File: src/rtl/core/shash_pkg.sv
`timescale 1ns / 1ps
`default_nettype none
package shash_pkg;

  localparam int unsigned WordW  = 32;
  localparam int unsigned Rounds = 64;

  // byte source codes for the block window
  localparam logic [1:0] BSEL_IN   = 2'd0;
  localparam logic [1:0] BSEL_PAD  = 2'd1;
  localparam logic [1:0] BSEL_ZERO = 2'd2;
  localparam logic [1:0] BSEL_LEN  = 2'd3;

  localparam logic [WordW-1:0] INIT_H [8] = '{
    32'h6a09e667, 32'hbb67ae85, 32'h3c6ef372, 32'ha54ff53a,
    32'h510e527f, 32'h9b05688c, 32'h1f83d9ab, 32'h5be0cd19
  };

  localparam logic [WordW-1:0] ROUND_K [Rounds] = '{
    32'h428a2f98, 32'h71374491, 32'hb5c0fbcf, 32'he9b5dba5,
    32'h3956c25b, 32'h59f111f1, 32'h923f82a4, 32'hab1c5ed5,
    32'hd807aa98, 32'h12835b01, 32'h243185be, 32'h550c7dc3,
    32'h72be5d74, 32'h80deb1fe, 32'h9bdc06a7, 32'hc19bf174,
    32'he49b69c1, 32'hefbe4786, 32'h0fc19dc6, 32'h240ca1cc,
    32'h2de92c6f, 32'h4a7484aa, 32'h5cb0a9dc, 32'h76f988da,
    32'h983e5152, 32'ha831c66d, 32'hb00327c8, 32'hbf597fc7,
    32'hc6e00bf3, 32'hd5a79147, 32'h06ca6351, 32'h14292967,
    32'h27b70a85, 32'h2e1b2138, 32'h4d2c6dfc, 32'h53380d13,
    32'h650a7354, 32'h766a0abb, 32'h81c2c92e, 32'h92722c85,
    32'ha2bfe8a1, 32'ha81a664b, 32'hc24b8b70, 32'hc76c51a3,
    32'hd192e819, 32'hd6990624, 32'hf40e3585, 32'h106aa070,
    32'h19a4c116, 32'h1e376c08, 32'h2748774c, 32'h34b0bcb5,
    32'h391c0cb3, 32'h4ed8aa4a, 32'h5b9cca4f, 32'h682e6ff3,
    32'h748f82ee, 32'h78a5636f, 32'h84c87814, 32'h8cc70208,
    32'h90befffa, 32'ha4506ceb, 32'hbef9a3f7, 32'hc67178f2
  };

  typedef struct packed {
    logic       push;       // shift one byte into the block window
    logic [1:0] bsel;       // byte source
    logic       cnt_byte;   // count a message byte in the bit length
    logic       cap_len;    // capture the bit length for padding
    logic       init_vars;  // load a..h from the chained hash
    logic       round;      // run one compression round
    logic [5:0] rnd;        // round number
    logic       add_hash;   // fold a..h into the chained hash
    logic       restart;    // back to initial values
    logic [2:0] widx;       // digest word select
  } shash_cmd_t;

  function automatic logic [WordW-1:0] rotr(input logic [WordW-1:0] x, input int unsigned n);
    rotr = (x >> n) | (x << (WordW - n));
  endfunction

endpackage
`default_nettype wire

File: src/rtl/core/sha256_stream_hasher.sv
// Channel   Direction  Handshake              Payload
// in_       request    in_valid / in_stall    in_kind, in_data_byte
// out_      result     out_valid / out_stall  out_digest_word, out_word_index, out_last_word
//
// Data bytes are taken one per cycle while in_stall is low; every 64th byte starts
// the compression (one load step, 64 rounds through the single round unit, one hash add).
// A finish request captures the bit length, then pads one byte per cycle (pausing for any
// compression) up to the block end, with an idle step before the eight length bytes, runs
// one or two compressions, then presents the eight digest words, one per unstalled cycle.
// Reset (rst_n low, synchronous) restores the initial hash and empties the block.
// in_stall is high whenever the block is busy; out_stall holds the current word.
`timescale 1ns / 1ps
`default_nettype none
module sha256_stream_hasher import shash_pkg::*; (
  input  wire logic        clk,
  input  wire logic        rst_n,
  input  wire logic        in_valid,
  output logic             in_stall,
  input  wire logic        in_kind,
  input  wire logic [7:0]  in_data_byte,
  output logic             out_valid,
  input  wire logic        out_stall,
  output logic [31:0]      out_digest_word,
  output logic [2:0]       out_word_index,
  output logic             out_last_word
);

  shash_cmd_t cmd;

  // sequence the byte loads, padding, rounds and word output
  shash_ctrl u_ctrl (
    .clk        (clk),
    .rst_n      (rst_n),
    .in_valid   (in_valid),
    .in_kind    (in_kind),
    .in_stall   (in_stall),
    .out_valid  (out_valid),
    .out_stall  (out_stall),
    .word_index (out_word_index),
    .last_word  (out_last_word),
    .cmd        (cmd)
  );

  // hold the block window, working variables and chained hash
  shash_dp u_dp (
    .clk         (clk),
    .rst_n       (rst_n),
    .cmd         (cmd),
    .in_byte     (in_data_byte),
    .digest_word (out_digest_word)
  );

endmodule
`default_nettype wire

File: src/rtl/core/shash_dp.sv
`timescale 1ns / 1ps
`default_nettype none
module shash_dp import shash_pkg::*; (
  input  wire logic             clk,
  input  wire logic             rst_n,
  input  wire shash_cmd_t       cmd,
  input  wire logic [7:0]       in_byte,
  output logic      [WordW-1:0] digest_word
);

  logic [WordW-1:0] w_r   [16];
  logic [WordW-1:0] w_nxt [16];
  logic [WordW-1:0] h_r   [8];
  logic [WordW-1:0] v_r   [8];
  logic [63:0]      bits_r;
  logic [63:0]      len_r;
  logic [7:0]       byte_sel;
  logic [WordW-1:0] w_new, t1, t2;
  logic [WordW-1:0] a, b, c, e, f, g;

  assign a = v_r[0];
  assign b = v_r[1];
  assign c = v_r[2];
  assign e = v_r[4];
  assign f = v_r[5];
  assign g = v_r[6];

  always_comb begin
    case (cmd.bsel)
      BSEL_IN:   byte_sel = in_byte;
      BSEL_PAD:  byte_sel = 8'h80;
      BSEL_ZERO: byte_sel = 8'h00;
      BSEL_LEN:  byte_sel = len_r[63:56];
      default:   byte_sel = 8'h00;
    endcase
  end

  assign w_new = (rotr(w_r[14], 17) ^ rotr(w_r[14], 19) ^ (w_r[14] >> 10)) + w_r[9]
               + (rotr(w_r[1], 7) ^ rotr(w_r[1], 18) ^ (w_r[1] >> 3)) + w_r[0];

  assign t1 = v_r[7] + (rotr(e, 6) ^ rotr(e, 11) ^ rotr(e, 25)) + ((e & f) ^ (~e & g))
            + ROUND_K[cmd.rnd] + w_r[0];
  assign t2 = (rotr(a, 2) ^ rotr(a, 13) ^ rotr(a, 22)) + ((a & b) ^ (a & c) ^ (b & c));

  always_comb begin
    for (int j = 0; j < 16; j++) begin
      w_nxt[j] = w_r[j];
    end
    if (cmd.push) begin
      for (int j = 0; j < 15; j++) begin
        w_nxt[j] = {w_r[j][23:0], w_r[j+1][31:24]};
      end
      w_nxt[15] = {w_r[15][23:0], byte_sel};
    end else if (cmd.round) begin
      for (int j = 0; j < 15; j++) begin
        w_nxt[j] = w_r[j+1];
      end
      w_nxt[15] = w_new;
    end
  end

  always_ff @(posedge clk) begin
    for (int j = 0; j < 16; j++) begin
      w_r[j] <= w_nxt[j];
    end
    if (cmd.init_vars) begin
      for (int j = 0; j < 8; j++) begin
        v_r[j] <= h_r[j];
      end
    end else if (cmd.round) begin
      v_r[0] <= t1 + t2;
      v_r[1] <= a;
      v_r[2] <= b;
      v_r[3] <= c;
      v_r[4] <= v_r[3] + t1;
      v_r[5] <= e;
      v_r[6] <= f;
      v_r[7] <= g;
    end
    if (cmd.cap_len) begin
      len_r <= bits_r;
    end else if (cmd.push && cmd.bsel == BSEL_LEN) begin
      len_r <= {len_r[55:0], 8'h00};
    end
  end

  always_ff @(posedge clk) begin
    if (!rst_n || cmd.restart) begin
      for (int j = 0; j < 8; j++) begin
        h_r[j] <= INIT_H[j];
      end
      bits_r <= '0;
    end else begin
      if (cmd.add_hash) begin
        for (int j = 0; j < 8; j++) begin
          h_r[j] <= h_r[j] + v_r[j];
        end
      end
      if (cmd.cnt_byte) begin
        bits_r <= bits_r + 64'd8;
      end
    end
  end

  assign digest_word = h_r[cmd.widx];

endmodule
`default_nettype wire

File: src/rtl/core/shash_ctrl.sv
`timescale 1ns / 1ps
`default_nettype none
module shash_ctrl import shash_pkg::*; (
  input  wire logic       clk,
  input  wire logic       rst_n,
  input  wire logic       in_valid,
  input  wire logic       in_kind,
  output logic            in_stall,
  output logic            out_valid,
  input  wire logic       out_stall,
  output logic [2:0]      word_index,
  output logic            last_word,
  output shash_cmd_t      cmd
);

  localparam logic [2:0] S_IDLE   = 3'd0;
  localparam logic [2:0] S_PAD80  = 3'd1;
  localparam logic [2:0] S_PADZ   = 3'd2;
  localparam logic [2:0] S_PADLEN = 3'd3;
  localparam logic [2:0] S_INIT   = 3'd4;
  localparam logic [2:0] S_ROUND  = 3'd5;
  localparam logic [2:0] S_ADD    = 3'd6;
  localparam logic [2:0] S_OUT    = 3'd7;

  logic [2:0] state_r, state_nxt;
  logic [2:0] ret_r, ret_nxt;
  logic [5:0] fill_r, fill_nxt;
  logic [5:0] rnd_r, rnd_nxt;
  logic [2:0] cnt_r, cnt_nxt;

  assign in_stall   = (state_r != S_IDLE);
  assign out_valid  = (state_r == S_OUT);
  assign word_index = cnt_r;
  assign last_word  = (cnt_r == 3'd7);

  always_comb begin
    state_nxt = state_r;
    ret_nxt   = ret_r;
    fill_nxt  = fill_r;
    rnd_nxt   = rnd_r;
    cnt_nxt   = cnt_r;
    cmd       = '0;
    cmd.rnd   = rnd_r;
    cmd.widx  = cnt_r;
    case (state_r)
      S_IDLE: begin
        if (in_valid && !in_kind) begin
          cmd.push     = 1'b1;
          cmd.bsel     = BSEL_IN;
          cmd.cnt_byte = 1'b1;
        end else if (in_valid) begin
          cmd.cap_len = 1'b1;
          state_nxt   = S_PAD80;
        end
        ret_nxt = S_IDLE;
      end
      S_PAD80: begin
        cmd.push  = 1'b1;
        cmd.bsel  = BSEL_PAD;
        state_nxt = S_PADZ;
        ret_nxt   = S_PADZ;
      end
      S_PADZ: begin
        if (fill_r == 6'd56) begin
          state_nxt = S_PADLEN;
          cnt_nxt   = '0;
        end else begin
          cmd.push = 1'b1;
          cmd.bsel = BSEL_ZERO;
        end
        ret_nxt = S_PADZ;
      end
      S_PADLEN: begin
        cmd.push = 1'b1;
        cmd.bsel = BSEL_LEN;
        cnt_nxt  = cnt_r + 3'd1;
        ret_nxt  = S_OUT;
      end
      S_INIT: begin
        cmd.init_vars = 1'b1;
        rnd_nxt       = '0;
        state_nxt     = S_ROUND;
      end
      S_ROUND: begin
        cmd.round = 1'b1;
        rnd_nxt   = rnd_r + 6'd1;
        if (rnd_r == 6'd63) begin
          state_nxt = S_ADD;
        end
      end
      S_ADD: begin
        cmd.add_hash = 1'b1;
        state_nxt    = ret_r;
      end
      S_OUT: begin
        if (!out_stall) begin
          cnt_nxt = cnt_r + 3'd1;
          if (cnt_r == 3'd7) begin
            cmd.restart = 1'b1;
            fill_nxt    = '0;
            state_nxt   = S_IDLE;
          end
        end
      end
      default: state_nxt = S_IDLE;
    endcase
    // a full window starts the compression
    if (cmd.push) begin
      fill_nxt = fill_r + 6'd1;
      if (fill_r == 6'd63) begin
        state_nxt = S_INIT;
      end
    end
  end

  always_ff @(posedge clk) begin
    if (!rst_n) begin
      state_r <= S_IDLE;
      ret_r   <= S_IDLE;
      fill_r  <= '0;
      rnd_r   <= '0;
      cnt_r   <= '0;
    end else begin
      state_r <= state_nxt;
      ret_r   <= ret_nxt;
      fill_r  <= fill_nxt;
      rnd_r   <= rnd_nxt;
      cnt_r   <= cnt_nxt;
    end
  end

  a_last_round_adds: assert property (@(posedge clk) disable iff (!rst_n)
    (state_r == S_ROUND && rnd_r == 6'd63) |=> state_r == S_ADD)
    else $error("last round not followed by hash add");

  a_len_tail: assert property (@(posedge clk) disable iff (!rst_n)
    (state_r == S_PADLEN) |-> fill_r >= 6'd56)
    else $error("length bytes outside block tail");

  a_out_aligned: assert property (@(posedge clk) disable iff (!rst_n)
    (state_r == S_OUT) |-> fill_r == 6'd0)
    else $error("digest emitted with partial block");

endmodule
`default_nettype wire
File: config.mk
export PLATFORM = sky130hd
export DESIGN_NAME = sha256_stream_hasher
export DESIGN_NICKNAME = d
export VERILOG_FILES = /design/src/rtl/core/shash_pkg.sv /design/src/rtl/core/sha256_stream_hasher.sv /design/src/rtl/core/shash_dp.sv /design/src/rtl/core/shash_ctrl.sv
export SDC_FILE = /design/constraint.sdc
export NUM_CORES = 2
export LEC_CHECK = 0
export BUFFER_PORTS_ARGS = -buffer_cell sky130_fd_sc_hd__buf_2
export CAP_MARGIN = 20
export CORE_ASPECT_RATIO = 2
export CORE_UTILIZATION = 55
export DETAILED_ROUTE_END_ITERATION = 10
export PLACE_DENSITY = 0.71
export SLEW_MARGIN = 30
export SYNTH_ARGS = -nofsm -noshare
export SYNTH_HDL_FRONTEND = slang
export SYNTH_HIERARCHICAL = 1
export SYNTH_SLANG_ARGS = --single-unit
File: constraint.sdc
create_clock -name clk -period 17.41 [get_ports clk]
set_clock_uncertainty 0.1 [all_clocks]
set_input_delay 5.223 -clock clk [delete_from_list [all_inputs] [get_ports clk]]
set_output_delay 5.223 -clock clk [all_outputs]
set_load 0.01 [all_outputs]
## After elaboration in Yosys (flattened, before gate mapping)

Memories as Yosys holds them, arrays and structs flattened. A register that Yosys moved wholly into a read port is not among the register bits.
Cells that the tools add are included.

| word-level totals | value |
|---|---|
| register bits | 149 |
| RAM bits | 1024 |
| memory bits (read-only) | 2048 |
| input port bits | 13 |
| output and inout bits | 38 |
| word-level logic and storage cells | 177 |
| memories kept | 4 |

| operators by class | value |
|---|---|
| add/sub/neg operators | 22 |
| $lt $le $gt $ge | 1 |
| equality and inequality tests | 17 |
| multiplexer cells | 65 |
| bitwise gates (word level) | 44 |
| reduce and logical (&&, ||, !) cells | 17 |

Memory list:

| memory | words | bits a word | rd ports | clocked after Yosys merged registers in | write ports | line | source |
|---|---|---|---|---|---|---|---|
| (no name shown) | 64 | 32 | 1 | 0 | 0 | shash_dp.sv:42 | `+ ROUND_K[cmd.rnd] + w_r[0];` |
| u_dp.w_r | 16 | 32 | 16 | 0 | 16 | shash_dp.sv:11 | `logic [WordW-1:0] w_r [16];` |
| u_dp.h_r | 8 | 32 | 9 | 1 | 8 | shash_dp.sv:13 | `logic [WordW-1:0] h_r [8];` |
| u_dp.v_r | 8 | 32 | 8 | 0 | 8 | shash_dp.sv:14 | `logic [WordW-1:0] v_r [8];` |

Operators with widths:

| operator | count |
|---|---|
| $mux W512 | 2 |
| $add A32 B32 Y32 | 18 |
| $mux W32 | 18 |
| $xor A32 B32 Y32 | 9 |
| $and A32 B32 Y32 | 5 |
| $mux W64 | 2 |
| $add A64 B4 Y64 const B | 1 |
| $mux W3 | 13 |
| $not A32 Y32 | 1 |
| $or A10 B32 Y32 | 1 |
| $or A13 B32 Y32 | 1 |
| $or A14 B32 Y32 | 1 |
| $or A15 B32 Y32 | 1 |
| $or A19 B32 Y32 | 1 |
| $or A21 B32 Y32 | 1 |
| $or A25 B32 Y32 | 1 |
| $or A26 B32 Y32 | 1 |
| $or A30 B32 Y32 | 1 |
| $or A7 B32 Y32 | 1 |
| $pmux W8 S4 | 1 |
| $xor A32 B22 Y32 | 1 |
| $xor A32 B29 Y32 | 1 |
| $mux W6 | 4 |
| $pmux W3 S7 | 1 |
| 28 further kinds | 79 |

## Longest topological paths before layout

| logic depth | value |
|---|---|
| depth in word-level cells | 9 |
| mapped depth | 41 |
| depth with buffers taken out | 40 |

## Hierarchy

Netlist, hierarchy kept.

Modules (own cells, without submodules):

| module | instances | cells each | area an instance (um2) | seq. area each (um2) |
|---|---|---|---|---|
| shash_dp | 1 | 6830 | 75826.5 | 33802.4 |
| shash_ctrl | 1 | 152 | 1197.4 | 400.4 |

## Worst setup path after synthesis

No wires, ideal clock.

| timing path | value |
|---|---|
| path kind | input to register |
| start point | input in_kind |
| end point | memory u_dp.w_r[0][0], enable pin |
| setup time | 0.667 ns |
| arrival | 12.644 ns |
| data required time | 16.643 ns |
| setup slack | 3.999 ns |
| stages on the path | 6 |
| path buffers | 2 |
| path through | nand2b_1 -> a21oi_2 -> and2_2 -> buf_1 -> clkbuf_1 -> or2_2 |

RTL lines:

| element | line | source |
|---|---|---|
| from (decl) | sha256_stream_hasher.sv:19 | `input wire logic in_kind,` |
| to (decl) | shash_dp.sv:11 |  |

==> results.py <==
metrics = {
    "yosys": {
        "avgSynthCellArea_um2": 11.0,
        "synth_seq_cells": 1166,
        "synthCells": 6982,
        "synth.distinct_cells": 95,
        "synthArstFlopShare_pct": 0,
        "ys_warn_count": 6,
        "synthesis.area_um2": 77000,
        "ys.flop_type": "edfxtp_1",
        "syn_nets": 7582,
        "synth_edf_count": 1085,
        "ys_seq_area_share_pct": 44.4,
    },
    "timing": {
        "timing.final.crit_share_pct": 61.4,
        "rsz0062_at_grt": "no",
        "relSlewSlack_pct": 23.1,
        "min_period_ns": 10.68,
        "fmax_mhz": 93.6,
        "finalHoldViolations": 0,
        "holdWs_ns": 0.404,
        "tightest_slew_ns": 1.15,
        "setup_violations": 0,
        "slew_violations": 0,
        "tns_ns": 0,
    },
    "floorplanning": {
        "fp.dieW_um": 267,
        "io_pins": 51,
        "die_h_um": 531,
        "initial_core_util_pct": 55.6,
        "coreArea_um2": 139000,
        "dieArea_um2": 142000,
        "core.rowCount": 193,
    },
    "worst_setup_path": {
        "rr_worst_depth": 37,
        "cp_slowest_cell": "a21boi_1",
        "path_class": "register to register",
        "crit_fanout": 13,
        "cp.arrival_ns": 11.08,
        "r2r-end": "u_dp/v_r[0][31]",
        "timing.rr.start": "u_ctrl/rnd_r[1]",
        "cpPeakStageDelay_ns": 0.91,
        "critPathLaunchType": "register",
        "crit_required_ns": 17.81,
        "reg2reg_slack_ns": 6.73,
        "critPathCaptureType": "register",
    },
    "power": {
        "p_int_mw": 7.42,
        "p_per_area_nw_per_um2": 149,
        "ir_worst_vdd_mv": 0.147,
        "p_clk_share_pct": 20.5,
        "power_frac_comb_pct": 47.5,
        "p_leak_nw": 30.9,
        "pwr-share-seq_pct": 32.1,
        "net-switching-power_mw": 4.93,
        "swShare_pct": 39.9,
    },
    "cells_and_area": {
        "layout-drive-gt1-share_pct": 15.8,
        "final_common_cell": "edfxtp_1",
        "mostFrequentLayoutCells": "1,085 x edfxtp_1, 826 x nand2_1, 649 x mux2_2, 394 x nor2_1",
        "nFillCells": 11600,
        "final_area_um2": 83000,
        "fin_nets": 7513,
        "area_growth_syn_to_layout_pct": 7.72,
    },
    "cts": {
        "postCtsSetupBuffers": 0,
        "root_buffer": "clkbuf_16",
        "cts_hold_buf": 0,
        "cts_tree": "built",
        "clk_latency_ns": 0.78,
        "cts.path.max_buffers": 3,
        "cts-htree-levels": 3,
        "clk_pin_slew_ns": 0.07,
        "cts-resized-gates": 0,
        "cts_num_sinks": 1166,
        "cts_made_buffers": 108,
    },
    "global_route": {
        "grt_max_degree": 184,
        "overflow": 0,
        "grt_pass1_wl_um": 365000,
        "grt_pass1_vias": 58000,
        "gr-usage-all-layers_pct": 35.5,
        "antenna_found_initial": 6,
    },
    "hold_path": {
        "worstHoldStart": "u_dp/bits_r[57]",
        "hp-class": "register to register",
        "holdPathStages": 2,
        "min_to": "u_dp/bits_r[57]",
    },
    "route": {
        "detailedRoute.firstIterationViolations": 3801,
        "first_pass_iters": 8,
        "top_layer": "met4",
        "drc": 0,
        "routed_wl_um": 251000,
        "wl_met1_um": 78200,
        "wl_met2_um": 132000,
        "wl_per_cell_um": 28.3,
        "vias_per_cell": 6.28,
        "vias": 55600,
        "met3_length_um": 11300,
        "final_antenna_net_count": 0,
    },
    "place": {
        "placed_cell_area_um2": 79200,
        "post-dp-hpwl_um": 191000,
        "port_buffers": 50,
        "place.gp.congestion": 1.03,
    },
    "job": {
        "drv_cap": 0,
    },
    "outcome": {
        "status": "finished, final reports clean",
    },
}
cell usage after synthesis, types with 36 or more instances:
library cell  count  area, um2
o21a_1           74        556
o21bai_1         41        308
inv_1           335       1260
fa_1            195       3900
nor2_1          396       1490
edfxtp_1       1085      32600
nand4_1          36        225
dfxtp_1          81       1620
nand2b_1         74        463
o21ai_0         398       1990
or3_1            52        325
xor2_1          209       1830
nor2b_1          56        350
nand2_1         827       3100
mux2_2          649       7310
a21o_1          167       1250
clkbuf_1        281       1050
nor3_1           96        480
xnor2_1         358       3140
ha_1            392       4900
a31oi_1          53        332
and3_1           64        400
nand3_1          99        495
a211oi_1         50        375
mux4_2           70       1580
a21oi_1         356       1780
cell families after synthesis:
group | synth area share [%]
AOI/OAI and AO/OA | 11.8
xor gates and xnor gates | 6.45
adders and majority gates | 11.5
buffers and inverters | 3.24
DFF | 44.4
muxes | 11.9
and+or+nand+nor | 10.8
state kept, by name (all words and copies together) (netlist names):
register / count
u_dp/bits_r: 61
u_ctrl/state_r: 3
u_dp/v_r: 256
u_ctrl/ret_r: 2
u_ctrl/word_index: 3
u_dp/h_r: 256
u_ctrl/fill_r: 6
u_dp/w_r: 512
u_ctrl/rnd_r: 6
u_dp/len_r: 61
final cells by class:
cell class                 count  area, um2  area share (%)
clock buffer                 128       2790            3.36
sequential                  1166      34200            41.2
inverter                     338       1270            1.53
tap                         1852       2320            2.79
antenna                        7       17.5          0.0211
multi-input combinational   5159      40500            48.8
timing repair buffer         140        996            1.20
clock inverter                71        887            1.07
how the worst max path moves through the flow:
stage / from / to / slack, ns / cells after the start
after floorplan: in_kind / u_dp/w_r[0][0] / 4.00 / 6
after global routing: u_ctrl/rnd_r[3] / u_dp/v_r[0][31] / 6.22 / 38
after CTS: u_ctrl/rnd_r[1] / u_dp/v_r[0][31] / 6.99 / 37
after detailed placement: u_ctrl/rnd_r[1] / u_dp/v_r[0][31] / 7.01 / 37
after global placement: u_ctrl/rnd_r[1] / u_dp/v_r[0][31] / 6.91 / 37
final: u_ctrl/rnd_r[1] / u_dp/v_r[0][31] / 6.73 / 37
metrics by stage:
stage | worst slack, ns | power, mW | cells | utilization (%)
after detailed placement | 7.01 | 9.74 | 8652 | 57.1
final | 6.73 | 12.4 | 8861 | 59.9
after CTS | 6.99 | 12.3 | 8851 | 59.8
after global placement | 6.91 | 9.70 | 8651 | 57.1
after global routing | 6.22 | 13.0 | 8856 | 59.8
after floorplan | 4.00 | 7.99 | 6982 | -
metal layers:
| layer | global-route usage, % | vias to the layer above |
|---|---|---|
| met3 | 5.35 | 882 |
| met4 | 35.9 | 0 |
| met1 | 32.4 | 27600 |
| met2 | 64.8 | 1850 |
| li1 | - | 25300 |
| met5 | 0 | - |
power by group through the flow:
stage	clock (mW)	sequential [mW]	combinational, mW
CTS	2.56	3.96	5.79
global route	2.66	3.98	6.37
detailed placement	0	4.02	5.72
global placement	0	4.01	5.69
floorplan	0	3.85	4.14
finish	2.53	3.96	5.86
worst max-delay path: cells and delay by family, from the launching register on:
kind	cells	cell delay, ns
xor+xnor	2	0.45
compound gates	19	5.14
buf+inv	5	0.49
flops	1	0.33
fa+ha+maj	7	3.22
simple gates	4	0.64
(Power assumes the default switching activity.)
